==> src/rtl/core/fba_pkg.sv <==
`timescale 1ns / 1ps

package fba_pkg;

    // bitmap words: one used word and one bad word per memory row
    localparam int WORD_BITS = 32;
    localparam int LANE_W    = 5;
    localparam int BLK_W     = 11;
    localparam int PAGE_W    = 8;
    localparam int CMD_W     = 3;
    localparam int LIMIT_W   = 16;
    localparam int WEAR_W    = 16;

    localparam logic [LIMIT_W-1:0] LIMIT_RESET = 16'd5000;

    typedef enum logic [CMD_W-1:0] {
        CMD_MARK_USED   = 3'd0,
        CMD_MARK_FREE   = 3'd1,
        CMD_QUERY_AVAIL = 3'd2,
        CMD_FIND        = 3'd3,
        CMD_RECORD      = 3'd4,
        CMD_QUERY_PAGE  = 3'd5
    } t_cmd;

    typedef enum logic [1:0] {
        WOP_SET_USED,
        WOP_CLR_USED,
        WOP_SET_BAD
    } t_word_op;

    typedef struct packed {
        logic [WORD_BITS-1:0] bad;
        logic [WORD_BITS-1:0] used;
    } t_bm_word;

    typedef struct packed {
        logic             hit;
        logic [BLK_W-1:0] block;
    } t_scan_res;

    // last field in the lowest bits
    typedef struct packed {
        logic              range_error;
        logic [WEAR_W-1:0] wear_count;
        logic              page_rotten;
        logic [BLK_W-1:0]  found_block;
        logic              found;
        logic              available;
    } t_result;

endpackage

==> src/rtl/core/fba_wear_unit.sv <==
`timescale 1ns / 1ps

module fba_wear_unit import fba_pkg::*; #(
    parameter int WEAR_BITS = 16
) (
    input  logic [WEAR_BITS-1:0] i_count,
    input  logic [LIMIT_W-1:0]   i_limit,
    output logic [WEAR_BITS-1:0] o_count,
    output logic                 o_rotten
);

    // saturate at full scale
    assign o_count  = (i_count == '1) ? i_count : i_count + 1'b1;
    assign o_rotten = 32'(o_count) >= 32'(i_limit);

endmodule

==> config.mk <==
export PLATFORM = sky130hd
export DESIGN_NAME = fba_wear_unit
export DESIGN_NICKNAME = d
export VERILOG_FILES = /design/src/rtl/core/fba_pkg.sv /design/src/rtl/core/fba_wear_unit.sv
export SDC_FILE = /design/constraint.sdc
export NUM_CORES = 1
export LEC_CHECK = 0
export BUFFER_PORTS_ARGS = -buffer_cell sky130_fd_sc_hd__buf_2
export CAP_MARGIN = 20
export CORE_UTILIZATION = 45
export DETAILED_ROUTE_END_ITERATION = 10
export GPL_TIMING_DRIVEN = 0
export PLACE_DENSITY = 0.92
export SLEW_MARGIN = 20
export SYNTH_ARGS = -nofsm -noshare
export SYNTH_HDL_FRONTEND = slang
export SYNTH_SLANG_ARGS = --single-unit
==> constraint.sdc <==
create_clock -name vclk -period 5
set_input_delay 0.25 -clock vclk [all_inputs]
set_output_delay 0.25 -clock vclk [all_outputs]
set_load 0.02 [all_outputs]
==> impl_metrics.py <==
metrics = {
    "status": {
        "status": "finished, violations left",
        "violations": "design-rule violations",
    },
    "worst_setup_path": {
        "arrival_ns": 2.83,
        "cp_max_fo": 7,
        "crit_start": "i_count[0]",
        "crit_type": "primary input to primary output",
        "cp-end-kind": "primary output",
        "worstSetupStartpointType": "primary input",
        "crit_required_ns": 4.75,
    },
    "die": {
        "core_mm2": 0.00159,
        "io_pins": 49,
        "start_util_pct": 50.4,
        "die_area_mm2": 0.00196,
        "die_w_um": 44.3,
        "die_h_um": 44.3,
        "rows": 14,
    },
    "sta": {
        "fmax_mhz": 325,
        "hold_viol": 0,
        "fin_crit_sh_pct": 61.5,
        "worst_pin_slew_ns": 0.446,
        "slew-limit-headroom_pct": 69.5,
        "setup_viol": 0,
        "rsz0062_at_grt": "no",
        "whs_ns": 0.867,
        "fin_setup_tns_ns": 0,
        "period_needed_ns": 3.08,
        "slew_violations": 0,
    },
    "power": {
        "power_density_mw_per_mm2": 79.1,
        "ir_worst_vdd_v": 0.0000508,
        "p_sw_share_pct": 58.3,
        "p_comb_share_pct": 100.0,
        "clkPwrFrac_pct": 0,
        "p_seq_share_pct": 0,
        "power_w": 0.0000853,
        "p_int_w": 0.0000356,
        "p_leak_nw": 0.583,
        "switchingPower_w": 0.0000497,
    },
    "placed_design": {
        "dp_cells": 184,
        "placed_area_mm2": 0.00108,
        "hpwl_mm": 1.86,
        "io_buffers": 49,
        "place_congestion": 0.814,
    },
    "layout": {
        "drive_above_1_share_pct": 38.1,
        "seq_area_um2": 0,
        "nFlopsAndLatches": 0,
        "syn_to_final_growth_pct": 34.3,
        "nNetsFinal": 211,
        "diodes": 0,
        "layout_commonest_cell": "buf_2",
        "nClkBuffers": 0,
        "final_cells": 184,
        "layout_common_cells": "49 x buf_2, 17 x ha_1, 16 x inv_1, 11 x a21oi_1, 8 x nor2_1",
        "stdcell_area_mm2": 0.00108,
    },
    "global_routing": {
        "grt_use_total_pct": 23.6,
        "grt_first_pass_wirelength_mm": 3.68,
        "gr-total-overflow": 0,
        "grt_max_degree": 8,
        "grt_pass1_vias": 943,
        "antenna_found_initial": 0,
    },
    "worst_hold_path": {
        "worstHoldStart": "i_count[5]",
        "hp-class": "primary input to primary output",
        "hold_end": "o_count[5]",
        "whs_path_depth": 3,
    },
    "drt": {
        "dr.first_iter.drc_count": 17,
        "vias_per_cell": 5.35,
        "route.vias.total": 985,
        "drc": 3,
        "drt_wl_total_mm": 2.09,
        "drt_first_pass_iters": 7,
        "routedWlPerCell_um": 11.4,
        "ant_nets": 0,
    },
    "synth": {
        "syn_area_per_cell_um2": 7.24,
        "syn-num-nets": 160,
        "netlist_instances": 111,
        "yosysSeqAreaShare_pct": 0,
        "ys.warnings.count": 0,
        "netlist_area_um2": 803,
        "ys_types": 33,
    },
    "clocking": {
        "ctsHoldBuffers": 0,
        "post-cts-setup-buffers": 0,
        "post_cts_resized": 0,
    },
    "run": {
        "cap_violations": 0,
    },
}
==> Yosys cell counts (3+ instances only) <==
| master | number | area, um^2 |
|---|---|---|
| xnor2_1 | 4 | 35.0 |
| a31oi_1 | 4 | 25.0 |
| a21oi_1 | 11 | 55.1 |
| inv_1 | 16 | 60.1 |
| o21ai_0 | 5 | 25.0 |
| xor2_1 | 3 | 26.3 |
| a211oi_1 | 3 | 22.5 |
| nor2_1 | 8 | 30.0 |
| nand2_1 | 6 | 22.5 |
| nand4_1 | 6 | 37.5 |
| nand3_1 | 3 | 15.0 |
| ha_1 | 17 | 213 |
==> worst max path at each step <==
stage | end | slack (ns)
finish | o_rotten | 1.92
detailed placement | o_rotten | 1.89
floorplan | o_rotten | 2.16
global placement | o_rotten | 1.95
global route | o_rotten | 1.63
CTS | o_rotten | 1.89
==> layout make-up <==
class	instances	area [um^2]
Multi-Input combinational cell	95	743
Fill cell	141	515
Inverter	16	60.1
Tap cell	24	30.0
Timing Repair Buffer	49	245
==> power by group through the flow <==
stage / combinational, W / sequential [W] / clock [W]
floorplan: 0.0000493 / 0 / 0
global placement: 0.0000808 / 0 / 0
detailed placement: 0.0000850 / 0 / 0
CTS: 0.0000853 / 0 / 0
global route: 0.0000958 / 0 / 0
finish: 0.0000853 / 0 / 0
==> per-stage QoR <==
stage	utilization (%)	worst slack, ns
floorplan	-	2.16
global placement	67.7	1.95
detailed placement	67.7	1.89
CTS	67.7	1.89
global route	67.7	1.63
finish	67.7	1.92
==> worst max-delay path, cell delays in order <==
cell and delay, ns:
buf_2 0.14, ha_1 0.24, nand3_2 0.15, nor3_4 0.32, nand2_2 0.19, a21oi_1 0.23
ha_1 0.27, a21oi_1 0.12, o21ai_0 0.09, a2111oi_0 0.48, o21ai_0 0.15, buf_2 0.19
==> metal layers <==
metal | vias up | global-route usage, % | wire (um)
met3 | 2 | 0.408 | 95
li1 | 514 | - | -
met5 | - | 0 | 0
met4 | 0 | 1.82 | 23
met1 | 441 | 28.6 | 894
met2 | 28 | 47.4 | 1080
==> logic make-up (layout without fill, tap and decap cells) <==
kind of cell | after synthesis | in the layout | synth area share, %
simple gates | 39 | 39 | 31.2
fa+ha+maj | 17 | 17 | 26.5
mux | 3 | 3 | 4.67
buf+inv | 16 | 65 | 7.48
xor+xnor | 7 | 7 | 7.63
compound gates | 29 | 29 | 22.6
Power figures use the tool's default switching activity.
