File: src/rtl/core/fba_pkg.sv
`timescale 1ns / 1ps

package fba_pkg;

    // bitmap words: one used word and one bad word per memory row
    localparam int WORD_BITS = 32;
    localparam int LANE_W    = 5;
    localparam int BLK_W     = 11;
    localparam int PAGE_W    = 8;
    localparam int CMD_W     = 3;
    localparam int LIMIT_W   = 16;
    localparam int WEAR_W    = 16;

    localparam logic [LIMIT_W-1:0] LIMIT_RESET = 16'd5000;

    typedef enum logic [CMD_W-1:0] {
        CMD_MARK_USED   = 3'd0,
        CMD_MARK_FREE   = 3'd1,
        CMD_QUERY_AVAIL = 3'd2,
        CMD_FIND        = 3'd3,
        CMD_RECORD      = 3'd4,
        CMD_QUERY_PAGE  = 3'd5
    } t_cmd;

    typedef enum logic [1:0] {
        WOP_SET_USED,
        WOP_CLR_USED,
        WOP_SET_BAD
    } t_word_op;

    typedef struct packed {
        logic [WORD_BITS-1:0] bad;
        logic [WORD_BITS-1:0] used;
    } t_bm_word;

    typedef struct packed {
        logic             hit;
        logic [BLK_W-1:0] block;
    } t_scan_res;

    // last field in the lowest bits
    typedef struct packed {
        logic              range_error;
        logic [WEAR_W-1:0] wear_count;
        logic              page_rotten;
        logic [BLK_W-1:0]  found_block;
        logic              found;
        logic              available;
    } t_result;

endpackage

File: src/rtl/core/fba_word_unit.sv
`timescale 1ns / 1ps

module fba_word_unit import fba_pkg::*; #(
    parameter int NUM_BLOCKS = 2048,
    parameter int WADDR_W    = 6
) (
    input  t_word_op            i_op,
    input  t_bm_word            i_word,
    input  logic [WADDR_W-1:0]  i_word_idx,
    input  logic [LANE_W-1:0]   i_lane,
    output t_bm_word            o_word,
    output logic                o_used_bit,
    output t_scan_res           o_scan
);

    logic [WORD_BITS-1:0] cand;
    logic [LANE_W-1:0]    first_lane;
    logic [31:0]          blk_full;

    // usable lanes: free, not bad, and a real block other than block zero
    always_comb begin
        logic [31:0] idx;
        for (int j = 0; j < WORD_BITS; j++) begin
            idx     = 32'({i_word_idx, LANE_W'(j)});
            cand[j] = (idx >= 32'd1) && (idx < 32'(NUM_BLOCKS))
                      && !i_word.used[j] && !i_word.bad[j];
        end
    end

    // lowest lane wins
    always_comb begin
        first_lane = '0;
        for (int j = WORD_BITS - 1; j >= 0; j--) begin
            if (cand[j]) begin
                first_lane = LANE_W'(j);
            end
        end
    end

    assign blk_full      = 32'({i_word_idx, first_lane});
    assign o_scan.hit    = |cand;
    assign o_scan.block  = o_scan.hit ? blk_full[BLK_W-1:0] : '0;
    assign o_used_bit    = i_word.used[i_lane];

    always_comb begin
        o_word = i_word;
        case (i_op)
            WOP_SET_USED: o_word.used[i_lane] = 1'b1;
            WOP_CLR_USED: o_word.used[i_lane] = 1'b0;
            WOP_SET_BAD:  o_word.bad[i_lane]  = 1'b1;
            default:      o_word = i_word;
        endcase
    end

endmodule

File: config.mk
export PLATFORM = sky130hd
export DESIGN_NAME = fba_word_unit
export DESIGN_NICKNAME = d
export VERILOG_FILES = /design/src/rtl/core/fba_pkg.sv /design/src/rtl/core/fba_word_unit.sv
export SDC_FILE = /design/constraint.sdc
export NUM_CORES = 1
export LEC_CHECK = 0
export BUFFER_PORTS_ARGS = -buffer_cell sky130_fd_sc_hd__buf_2
export CORE_ASPECT_RATIO = 0.7
export CORE_MARGIN = 2
export CORE_UTILIZATION = 32
export DETAILED_ROUTE_END_ITERATION = 10
export PLACE_DENSITY = 0.72
export SLEW_MARGIN = 10
export SYNTH_ARGS = -nofsm -noshare
export SYNTH_HDL_FRONTEND = slang
export SYNTH_SLANG_ARGS = --single-unit
File: constraint.sdc
create_clock -name vclk -period 1.2
set_input_delay 0.12 -clock vclk [all_inputs]
set_output_delay 0.12 -clock vclk [all_outputs]
set_load 0.02 [all_outputs]
==> results.cfg, run 1 <==
[run_status]
status = aborted with a tool error
lastStage = clock tree synthesis (4_1_cts)
stop_error = [ERROR DPL-0038] Utilization greater than 100%, impossible to legalize

[floorplan]
rows = 22
die_h_um = 66.6
start_util_pct = 33.7
ioPinCount = 154
fp.dieW_um = 93.4

[synthesis]
netlist.top_cell.by_area = nor2_1
netlist_top_cells_area = nor2_1, a21o_1, mux4_2
synth_area_mm2 = 0.00179
synth_fp_nets = 351
syn-mean-instance-area_um2 = 6.53
netlist.area_leader.share_pct = 13.0
ys_seq_area_share_pct = 0
synth_cell_types = 48
yosys_warnings = 0
syn_inst = 274

[placement]
dp_hpwl_um = 8890
io_buffers = 154
gp_congestion = 0.965
dp_cells = 593

[cts]
cts_setup_buffers = 28
post_cts_resized = 308
hold_buffers = 0
==> synth_stat cells, types with 5 or more instances <==
cell,instances
a211oi_1,5
a21o_1,24
a21oi_1,33
a31oi_1,15
buf_2,7
clkbuf_1,10
mux4_2,8
nand2_1,7
nor2_1,62
nor2b_1,7
o21ai_0,7
o21bai_1,9
o22ai_1,11
o31ai_1,5
==> per-stage QoR <==
stage / TNS [ns] / util (%) / area [um^2] / hold WS [ns] / worst slack (ns)
after global placement: -19.77 / 74.3 / 3950 / 0.548 / -0.494
after detailed placement: -22.43 / 74.3 / 3950 / 0.548 / -0.649
after floorplan: -2.63 / - / 2410 / 0.361 / -0.254
==> cell families after synthesis <==
| family | share of synthesized area, % |
|---|---|
| buffers and inverters | 5.38 |
| AND/OR/NAND/NOR | 35.6 |
| AO/OA/AOI/OAI | 49.0 |
| multiplexers | 10.1 |
==> run 2, diff against run 1 <==
--- a/config.mk
+++ b/config.mk
@@ -6,11 +6,10 @@
 export NUM_CORES = 1
 export LEC_CHECK = 0
 export BUFFER_PORTS_ARGS = -buffer_cell sky130_fd_sc_hd__buf_2
-export CORE_ASPECT_RATIO = 0.7
 export CORE_MARGIN = 2
-export CORE_UTILIZATION = 32
+export CORE_UTILIZATION = 20
 export DETAILED_ROUTE_END_ITERATION = 10
-export PLACE_DENSITY = 0.72
+export PLACE_DENSITY_LB_ADDON = 0.15
 export SLEW_MARGIN = 10
 export SYNTH_ARGS = -nofsm -noshare
 export SYNTH_HDL_FRONTEND = slang
==> constraint.sdc (replaced) <==
create_clock -name vclk -period 1.6
set_input_delay 0.16 -clock vclk [all_inputs]
set_output_delay 0.16 -clock vclk [all_outputs]
set_load 0.02 [all_outputs]
==> run 2 against run 1 <==
  * The flow now finishes, with violations (negative setup slack)
  * Synthesized area unchanged
  * Synthesized cell count unchanged
==> results.cfg, run 2 <==
[run_status]
status = complete, but fails checks
violations = negative setup slack

[power]
power.density_mw_per_mm2 = 317
p_total_mw = 1.22
ir_drop_uv = 123
leakagePower_nw = 1.80

[sta]
tightest_slew_ns = 0.640
worst_slack_ns = -0.211
holdWs_ns = 0.632
hold_viol = 0
layout_min_cycle_time_ns = 1.81
finalSetupViolCount = 9
fin_crit_sh_pct = 113
rsz0062_at_grt = true
maxSlewViolCount = 0
slew_headroom_pct = 57.3
max_freq_mhz = 552

[synthesis]
synth_xor_area_share_pct = 0
netlist.area_leader.share_pct = 13.0
synth_cell_types = 48
synth_mux_area_share_pct = 10.1
synthTopCellsByCount = nor2_1, a21oi_1, a21o_1
synthMostInstantiatedCell = nor2_1
synth-compound-area-share_pct = 49.0
netlist_top_cells_area = nor2_1, a21o_1, mux4_2
yosys_warnings = 0
syn-mean-instance-area_um2 = 6.53
synth_top_family_by_area = compound AO/OA/AOI/OAI gates
synth_area_mm2 = 0.00179
netlist.top_cell.by_area = nor2_1
synth-adder-area-share_pct = 0
ys_seq_area_share_pct = 0
synthSimpleGateAreaFrac_pct = 35.6
syn_inst = 274
synth_fp_nets = 351

[placement]
dp_cells = 604
gp_congestion = 0.914
dp_hpwl_um = 9150
io_buffers = 154

[floorplan]
start_util_pct = 20.5
rows = 34
die_h_um = 98.6
ioPinCount = 154
die_area_mm2 = 0.00972
fp.dieW_um = 98.6
core_area_mm2 = 0.00872

[global_route]
overflow = 0
track_usage_pct = 21.6
grt_pass1_wl_um = 16800
first_global_vias = 3166
antenna_found_initial = 0
grt_max_degree = 33

[finish]
antennaDiodeCount = 0
finish.utilization_pct = 44.3
final_cell_mix = buf_2, buf_4, nor2_1
final_layout_size_suffix_gt1_share_pct = 63.1
stdcell_count = 610
regArea_um2 = 0
nNetsFinal = 581
seq_cells = 0
clock_buffers = 0
synthToLayoutAreaGrowth_pct = 116
layout_commonest_cell = buf_2

[min_path]
min_to = o_word[33]
hold_depth = 3
min_from = i_word[33]
hold_class = in -> out

[route]
drc = 0
dr.first_iter.drc_count = 97
dr_total_vias = 3146
drt_wl_total_um = 11300
drt-pass1-iter-count = 4
wl_per_cell_um = 18.5
detail_route.vias_per_cell = 5.16
drtAntennaViolNets = 0

[critical_path]
path_class = in -> out
critPathArrivalTime_ns = 1.65
crit_path_end_kind = output port
required_ns = 1.44
start_kind = input port
crit_fanout = 7

[cts]
hold_buffers = 0

[flow_run]
drv_cap = 0
==> run 2: cell counts after synthesis <==
No cell type changed its count.
==> run 2: power breakdown <==
part / switching, mW / internal (mW)
Combinational: 0.663 / 0.560
Sequential: 0 / 0
Clock: 0 / 0
Total: 0.663 / 0.560
==> run 2: critical path, stage by stage <==
cell and delay, ns:
buf_8 0.07, buf_6 0.10, o22ai_4 0.08, nor4_4 0.31, nand3_1 0.15, buf_6 0.15
nor4_4 0.25, buf_6 0.17, nor2b_1 0.05, buf_2 0.15
==> run 2: cell families (layout without fill, tap and decap cells) <==
kind of cell,Yosys count,in the layout
mux,8,8
simple gates,113,113
buf+inv,22,250
compound gates,131,131
==> run 2: area by class of cell <==
class	instances	area, um^2
tap	108	135
fill	912	4860
timing repair buffer	247	1700
multi-input combinational	252	2020
inverter	3	11.3
==> run 2: worst max path at each step <==
stage	from	to	cells after the start
2_1_floorplan	i_lane[0]	o_word[30]	4
3_3_place_gp	i_word[13]	o_scan[0]	7
3_5_place_dp	i_word[13]	o_scan[0]	7
4_1_cts	i_word[43]	o_scan[0]	6
5_1_grt	i_word[13]	o_scan[5]	10
6_report	i_word[13]	o_scan[8]	10
==> run 2: repair_timing <==
action                                  CTS  global route
endpoints found under the setup margin   33            31
pin swaps                                11            19
buffers inserted                          6             3
gates cloned                              0             0
gates resized for setup                  49            79
==> run 2: per-stage QoR <==
| stage | instance area [um^2] | setup TNS [ns] | worst slack, ns |
|---|---|---|---|
| after global routing | 3860 | -2.53 | -0.308 |
| after global placement | 3290 | -3.65 | -0.291 |
| after detailed placement | 3290 | -3.73 | -0.345 |
| after floorplan | 1810 | -0.00382 | -0.00382 |
| after CTS | 3560 | -1.62 | -0.232 |
| final | 3860 | -1.59 | -0.211 |
==> run 2: per-layer routing <==
layer	global-route usage, %	share of wire (%)	vias to the layer above
met3	2.20	6.5	18
met1	29.0	44	1454
met4	5.69	3.0	0
met2	37.0	47	150
met5	0	0	-
li1	-	-	1524
Note: power is estimated with default switching activity, not from simulation.
